[src/sv/smau_pkg.sv]
package smau_pkg;

	// Access opcodes
	typedef enum logic [1:0] {
		OP_LOAD  = 2'd0,
		OP_STORE = 2'd1,
		OP_EVENT = 2'd2,
		OP_NONE  = 2'd3
	} op_t;

	// Access size codes; the other two codes both act as a word
	localparam logic [1:0] SZ_BYTE = 2'd0;
	localparam logic [1:0] SZ_HALF = 2'd1;

	// Region codes
	typedef enum logic [2:0] {
		REG_NONE    = 3'd0,
		REG_TEXT    = 3'd1,
		REG_DATA    = 3'd2,
		REG_HEAP    = 3'd3,
		REG_BUTTONS = 3'd4
	} region_t;

	// Result status codes
	typedef enum logic [1:0] {
		ST_OK       = 2'd0,
		ST_RANGE    = 2'd1,
		ST_MISALIGN = 2'd2,
		ST_RDONLY   = 2'd3
	} status_t;

	// Configuration register indexes
	localparam int CFG_IDX_W = 3;
	localparam logic [CFG_IDX_W-1:0] CFG_TEXT_BASE     = 3'd0;
	localparam logic [CFG_IDX_W-1:0] CFG_DATA_BASE     = 3'd1;
	localparam logic [CFG_IDX_W-1:0] CFG_HEAP_BASE     = 3'd2;
	localparam logic [CFG_IDX_W-1:0] CFG_BUTTON_BASE   = 3'd3;
	localparam logic [CFG_IDX_W-1:0] CFG_LITTLE_ENDIAN = 3'd4;

	// Reset values of the configuration registers
	localparam logic [31:0] TEXT_BASE_RST   = 32'h0000_0000;
	localparam logic [31:0] DATA_BASE_RST   = 32'h0011_0000;
	localparam logic [31:0] HEAP_BASE_RST   = 32'h0012_0000;
	localparam logic [31:0] BUTTON_BASE_RST = 32'hffff_0000;

	localparam int BUTTON_BYTES = 4;

	typedef struct packed {
		logic [31:0] text_base;
		logic [31:0] data_base;
		logic [31:0] heap_base;
		logic [31:0] button_base;
		logic        little_endian;
	} cfg_t;

	// Offset of the last byte of an access (bytes minus one)
	function automatic logic [1:0] last_offset(logic [1:0] size);
		logic [1:0] m;
		unique case (size)
			SZ_BYTE: m = 2'd0;
			SZ_HALF: m = 2'd1;
			default: m = 2'd3;
		endcase
		return m;
	endfunction

endpackage

[src/sv/smau_region_dec.sv]
module smau_region_dec #(
	parameter int TEXT_BYTES = 65536,
	parameter int DATA_BYTES = 65536,
	parameter int HEAP_BYTES = 65536,
	parameter int OFF_W      = 16
) (
	input  smau_pkg::cfg_t    cfg,
	input  logic [31:0]       addr,
	output smau_pkg::region_t region,
	output logic [OFF_W-1:0]  off
);

	logic [31:0] d_text, d_data, d_heap, d_btn, diff;

	assign d_text = addr - cfg.text_base;
	assign d_data = addr - cfg.data_base;
	assign d_heap = addr - cfg.heap_base;
	assign d_btn  = addr - cfg.button_base;

	// First matching window wins: text, data, heap, buttons
	always_comb begin
		if (addr >= cfg.text_base && d_text < 32'(TEXT_BYTES)) begin
			region = smau_pkg::REG_TEXT;
			diff   = d_text;
		end else if (addr >= cfg.data_base && d_data < 32'(DATA_BYTES)) begin
			region = smau_pkg::REG_DATA;
			diff   = d_data;
		end else if (addr >= cfg.heap_base && d_heap < 32'(HEAP_BYTES)) begin
			region = smau_pkg::REG_HEAP;
			diff   = d_heap;
		end else if (addr >= cfg.button_base && d_btn < 32'(smau_pkg::BUTTON_BYTES)) begin
			region = smau_pkg::REG_BUTTONS;
			diff   = d_btn;
		end else begin
			region = smau_pkg::REG_NONE;
			diff   = '0;
		end
	end

	assign off = diff[OFF_W-1:0];

endmodule

[config.mk]
export PLATFORM = sky130hd
export DESIGN_NAME = smau_region_dec
export DESIGN_NICKNAME = d
export VERILOG_FILES = /design/src/sv/smau_pkg.sv /design/src/sv/smau_region_dec.sv
export SDC_FILE = /design/constraint.sdc
export NUM_CORES = 1
export LEC_CHECK = 0
export BUFFER_PORTS_ARGS = -buffer_cell sky130_fd_sc_hd__buf_2
export CORE_MARGIN = 5
export CORE_UTILIZATION = 51
export DETAILED_ROUTE_END_ITERATION = 6
export PLACE_DENSITY = 0.73
export SYNTH_ARGS = -nofsm -noshare
export SYNTH_HDL_FRONTEND = slang
export SYNTH_SLANG_ARGS = --single-unit
[constraint.sdc]
create_clock -name vclk -period 9.9
set_clock_uncertainty 0.1 [all_clocks]
set_input_delay 2.475 -clock vclk [all_inputs]
set_output_delay 2.475 -clock vclk [all_outputs]
set_load 0.005 [all_outputs]
# Word level (Yosys, flattened, before mapping)
# Cells that the tools add are included.
# totals
ff_bits	0
wordCells	24
output_inout_bits	19
inputBits	161
# op_classes
mux	8
n_reduce_logical	4
add_sub_neg	4
magnitude_cmp	8
# ops
cell	n
$ge 32x32->1	4
$sub 32x32->32	4
$lt 32x17->1 const B	3
$mux 16	4
$lt 32x3->1 const B	1
$mux 3	4
$logic_and 1x1->1	4

# Logic depth before layout (Yosys ltp)
# Gate-level depths: netlist of the first run.
# logic_depth
depth_word	7
ltp_mapped	17
depth_no_buf	15

# Least setup slack after synthesis of the first run
# OpenSTA, ideal clock, no wires.
# synth_timing
kind	input port to output port
startpoint	input addr[0]
endpoint	output off[10]
setup_slack_ns	1.378
required_ns	7.325
n_path_buf	2
arrival_ns	5.947
cell_stages	17
path_cell_list	inv_1 -> ha_1 -> fa_1 -> nor2b_4 -> nor3_2 -> o21a_2 -> o21ai_2 -> a211o_1 -> o21ai_2 -> mux2i_1 -> nor4_2 -> o2111ai_1 -> or4_1 -> or4b_1 -> buf_6 -> buf_12 -> mux2i_1
# synth_via
elab_chain_len	7
elab_cells_between_ends	20
cone_classes	4 x add/sub; 8 x order compare; 4 x mux; 4 x reduce/logical
# synth_rtl
item	line_no	source
start, declared	smau_region_dec.sv:8	input logic [31:0] addr,
$sub 32x32->32	smau_region_dec.sv:18	assign d_btn = addr - cfg.button_base;
$lt 32x3->1	smau_region_dec.sv:31	end else if (addr >= cfg.button_base && d_btn < 32'(smau_pkg::BUTTON_BYTES)) begin
$logic_and 1x1->1	smau_region_dec.sv:31	
$mux 16	smau_region_dec.sv:31	
$mux 16	smau_region_dec.sv:28	end else if (addr >= cfg.heap_base && d_heap < 32'(HEAP_BYTES)) begin
$mux 16	smau_region_dec.sv:25	end else if (addr >= cfg.data_base && d_data < 32'(DATA_BYTES)) begin
$mux 16 (*)	smau_region_dec.sv:22	if (addr >= cfg.text_base && d_text < 32'(TEXT_BYTES)) begin
end, declared	smau_region_dec.sv:10	output logic [OFF_W-1:0] off
# Every way passes the cells marked *; elsewhere a longest branch is shown, timed or not.

# Final worst setup path of the first run
# layout_timing
startpoint	input addr[0]
endpoint	output off[12]
# The elaborated chain is that of the path after synthesis.

==> results.yml, run 1 <==
synthesis:
  synth_compound_area_share_pct: 35.4
  synth_xor_area_share_pct: 7.40
  synthAdderAreaFrac_pct: 19.7
  synthCells: 1317
  syn_nets: 1610
  yosysSeqAreaShare_pct: 0
  muxShareOfSynthArea_pct: 3.51
  yosys_warnings: 0
  synth_top_family_by_area: "compound AO/OA/AOI/OAI gates"
  synthSimpleGateAreaFrac_pct: 23.9
  synth_cell_types: 87
  netlist_area_mm2: 0.00853
  synth.avg_cell_area_um2: 6.47
setup_path:
  cp.required_ns: 7.33
  endpoint_kind: "output pin"
  cp-start-kind: "primary input"
  worst-path-max-fanout: 23
  arrival_ns: 7.12
  criticalPathCategory: "in -> out"
global_routing:
  gr-total-overflow: 0
  grt_usage_pct: 28.0
  grt_start_max_net_pins: 24
  grt_pass1_vias: 9236
  grt_pass1_wl_um: 45800
  antenna_found_initial: 0
drt:
  vias: 10200
  drt_iter0_markers: 898
  wl_per_cell_um: 17.8
  dr.pass1.iters: 5
  drc: 0
  vias_per_cell: 6.14
  wl_um: 29800
  ant_nets: 0
sta:
  finalMaxSlewViolations: 0
  relSlewSlack_pct: 37.8
  worst_slack_ns: 0.206
  worstMarginPinSlew_ns: 0.931
  setup_violations: 0
  hold_viol_final: 0
  rsz0062_at_grt: "no"
  period_share_pct: 97.9
  fin_crit_ns: 9.69
  fin_tns_setup_ns: 0
  max_freq_mhz: 103
floorplanning:
  core_area_mm2: 0.0165
  io-pin-count: 180
  num_rows: 47
  start_util_pct: 51.8
  die_area_mm2: 0.0194
  die_x_um: 139
  chipHeight_um: 139
cells_and_area:
  drive_above_1_share_pct: 15.0
  multi_input_area_mm2: 0.00767
  area_growth_pct: 11.4
  register_area_um2: 0
  layout_commonest_cell: "buf_2"
  fillers: 1707
  num-clock-buffers: 0
  final_nets: 1744
  final_cell_count_no_fill: 1669
  antenna_cells: 0
  final_cell_mix: "buf_2 (179), inv_1 (167), a21oi_1 (150), ha_1 (128), nand2_1 (118)"
  seq_cells: 0
placement:
  gp_congestion: 0.989
  port_buffers: 179
  placedCellCount: 1669
  dp_slack_ns: 0.398
  place_hpwl_um: 25500
power:
  peakVddDrop_mv: 0.0370
  p_leak_nw: 4.90
  power.density_mw_per_mm2: 62.9
  report.power.total_w: 0.000597
clock_network:
  post_cts_buffers: 0
  ctsHoldBuffers: 0
  cts_resized: 0
run_status:
  status: "completed"
run:
  maxCapViolations: 0
worst_hold_path:
  hp-class: "in -> out"
[per-stage QoR]
stage	area, um2	util (%)	hold WS, ns
4_1_cts	9490	57.7	5.30
3_5_place_dp	9490	57.7	5.30
5_1_grt	9490	57.7	5.31
6_report	9490	57.7	5.30
3_3_place_gp	9490	57.7	5.30
2_1_floorplan	8530	-	5.06
[cell usage after synthesis, types with 5 or more instances]
master	n	area, um2
inv_1	167	627
a21oi_1	150	751
ha_1	128	1600
nand2_1	118	443
nor2_1	93	349
o21ai_0	78	390
a21o_1	43	323
xnor2_1	42	368
clkbuf_1	40	150
nand4_1	33	206
nor3_1	31	155
xor2_1	30	263
mux2i_1	25	250
nand3_1	25	125
a211oi_1	19	143
o21a_1	19	143
nand2b_1	17	106
nor2b_1	17	106
o211ai_1	17	128
a22oi_1	13	97.6
o21bai_1	13	97.6
o2111ai_1	12	105
or3_1	12	75.1
nor4_1	11	68.8
o22ai_1	11	68.8
a31oi_1	10	62.6
and3_1	9	56.3
buf_2	7	35.0
a21boi_0	6	45.0
and4_1	6	52.6
and2_1	5	31.3
o31ai_1	5	37.5
or4_1	5	37.5
[where the power goes]
| part | switching (W) | total [W] | internal, W |
|---|---|---|---|
| clock | 0 | 0 | 0 |
| combinational | 0.000357 | 0.000597 | 0.000240 |
| sequential | 0 | 0 | 0 |
| total | 0.000357 | 0.000597 | 0.000240 |
[final cells by class]
type	instances	area share [%]
inverter	167	6.60
multi-input combinational	1099	80.7
tap	220	2.90
timing repair buffer	183	9.75
[per-layer routing]
layer | part of all wire, % | vias up | GRT usage [%]
met5 | 0 | - | 0
met4 | 2.5 | 0 | 5.87
met3 | 7.0 | 62 | 1.89
met2 | 47 | 436 | 49.3
met1 | 43 | 4654 | 37.8
li1 | - | 5095 | -
[path summary, 6_finish.rpt]
| check | start | end | slack [ns] | cells past startpoint |
|---|---|---|---|---|
| max | addr[0] | off[12] | 0.21 | 17 |
| min | cfg[98] | off[1] | 5.30 | 4 |
[critical path: stages]
cell	delay [ns]
buf_2	0.07
inv_1	0.09
ha_1	0.23
fa_1	0.43
nand2b_1	0.20
a21o_1	0.19
nor2b_1	0.17
o311ai_0	0.69
a21oi_1	0.27
o31ai_1	0.37
xor2_1	0.10
or4_1	0.53
a2111oi_4	0.38
buf_4	0.35
a22oi_1	0.16
mux2i_1	0.24
buf_2	0.15
[cells by family after synthesis]
kind of cell	count (synthesis)
AOI/OAI and AO/OA	460
xor gates and xnor gates	72
adders and majority gates	132
buffers and inverters	218
muxes	29
and+or+nand+nor	406
Note: power is estimated with default switching activity, not from simulation.
==> inputs of run 2 (changes only) <==
GPL_TIMING_DRIVEN = 0   (was not set)
TNS_END_PERCENT = 10   (was not set)
==> run 2 against run 1 <==
  * Total power up 0.53%
  * Fmax is 0.53% lower
  * Final area grew 2.1%
  * Die area unchanged
  * Wire length rose by 1.3%
  * Flip-flop and latch count stayed put
  * Critical path type unchanged
  * Largest power group unchanged
==> results.yml, run 2 (same netlist as run 1, synthesis figures left out) <==
run_status:
  status: "completed"
cells_and_area:
  area_growth_pct: 13.7
  register_area_um2: 0
  drive_above_1_share_pct: 15.0
  final_cell_count_no_fill: 1716
  antenna_cells: 0
  layout_commonest_cell: "buf_2"
  final_cell_mix: "buf_2 (186), inv_1 (167), a21oi_1 (150), ha_1 (128), nand2_1 (118)"
  seq_cells: 0
  num-clock-buffers: 0
  fillers: 1692
  final_nets: 1791
  fin_util_pct: 58.9
sta:
  relSlewSlack_pct: 46.3
  finalMaxSlewViolations: 0
  hold_ws_ns: 5.32
  worst_slack_ns: 0.155
  rsz0062_at_grt: "no"
  hold_viol_final: 0
  max_freq_mhz: 103
  setup_violations: 0
  worstMarginPinSlew_ns: 0.786
  fin_tns_setup_ns: 0
  period_share_pct: 98.4
  fin_crit_ns: 9.74
floorplanning:
  die_x_um: 139
  num_rows: 47
  io-pin-count: 180
  core_area_mm2: 0.0165
  die_area_mm2: 0.0194
  chipHeight_um: 139
  start_util_pct: 51.8
drt:
  wl_per_cell_um: 17.6
  drc: 0
  ant_nets: 0
  vias: 10400
  drt_iter0_markers: 793
  wl_um: 30200
  vias_per_cell: 6.04
  dr.pass1.iters: 5
placement:
  placedCellCount: 1716
  gp_congestion: 1.04
  place_hpwl_um: 25900
  port_buffers: 179
  dp_slack_ns: 0.203
power:
  swShare_pct: 60.3
  peakVddDrop_mv: 0.0278
  p_sw_w: 0.000362
  comb_power_share_pct: 100.0
  p_clk_share_pct: 0
  power.density_mw_per_mm2: 61.9
  p_leak_nw: 4.98
  p_seq_share_pct: 0
  cell_internal_pwr_w: 0.000238
setup_path:
  cp-start-kind: "primary input"
  arrival_ns: 7.17
  criticalPathCategory: "in -> out"
  worst-path-max-fanout: 10
  endpoint_kind: "output pin"
  cp.required_ns: 7.33
global_routing:
  antenna_found_initial: 0
  grt_usage_pct: 28.9
  grt_start_max_net_pins: 11
  grt_pass1_vias: 9634
  gr-total-overflow: 0
  grt_pass1_wl_um: 47400
clock_network:
  post_cts_buffers: 0
  ctsHoldBuffers: 0
  cts_resized: 0
run:
  maxCapViolations: 0
worst_hold_path:
  hp-class: "in -> out"
run 2: final cells by class:
class | instances | area [um2] | area share, %
Inverter | 167 | 627 | 6.46
Buffer | 51 | 233 | 2.40
Timing Repair Buffer | 179 | 896 | 9.24
Multi-Input combinational cell | 1099 | 7670 | 79.1
Tap cell | 220 | 275 | 2.84
run 2: power groups by stage:
stage / registers, W / clock network (W) / logic, W
finish: 0 / 0 / 0.000600
global route: 0 / 0 / 0.000662
CTS: 0 / 0 / 0.000589
detailed placement: 0 / 0 / 0.000586
global placement: 0 / 0 / 0.000581
floorplan: 0 / 0 / 0.000430
run 2: worst max-delay path, stage by stage:
cell       delay [ns]
buf_2            0.07
inv_1            0.09
ha_1             0.23
fa_1             0.43
nand2b_1         0.19
a21o_1           0.18
nor2b_1          0.17
o311ai_0         0.60
a21oi_1          0.27
o31ai_1          0.29
xor2_1           0.10
or4_1            0.53
a2111oi_4        0.50
nor2b_1          0.19
buf_2            0.24
a22oi_1          0.30
mux2i_1          0.15
buf_2            0.15
run 2: stage by stage:
step | total power [W] | cell area (um2)
3_3_place_gp | 0.000581 | 9700
6_report | 0.000600 | 9700
4_1_cts | 0.000589 | 9700
2_1_floorplan | 0.000430 | 8530
3_5_place_dp | 0.000586 | 9700
5_1_grt | 0.000662 | 9700
run 2: path summary, 6_finish.rpt:
check	from	endpoint	slack, ns	depth (start not counted)
worst max-delay path	addr[0]	off[7]	0.16	18
worst min-delay path	cfg[98]	off[1]	5.32	4
run 2: metal layers:
metal,GRT usage (%),routed length (um),vias to the layer above
met4,7.88,1020,0
met1,38.8,12700,4701
met3,1.75,2330,68
met5,0,0,-
li1,-,-,5165
met2,50.2,14200,434
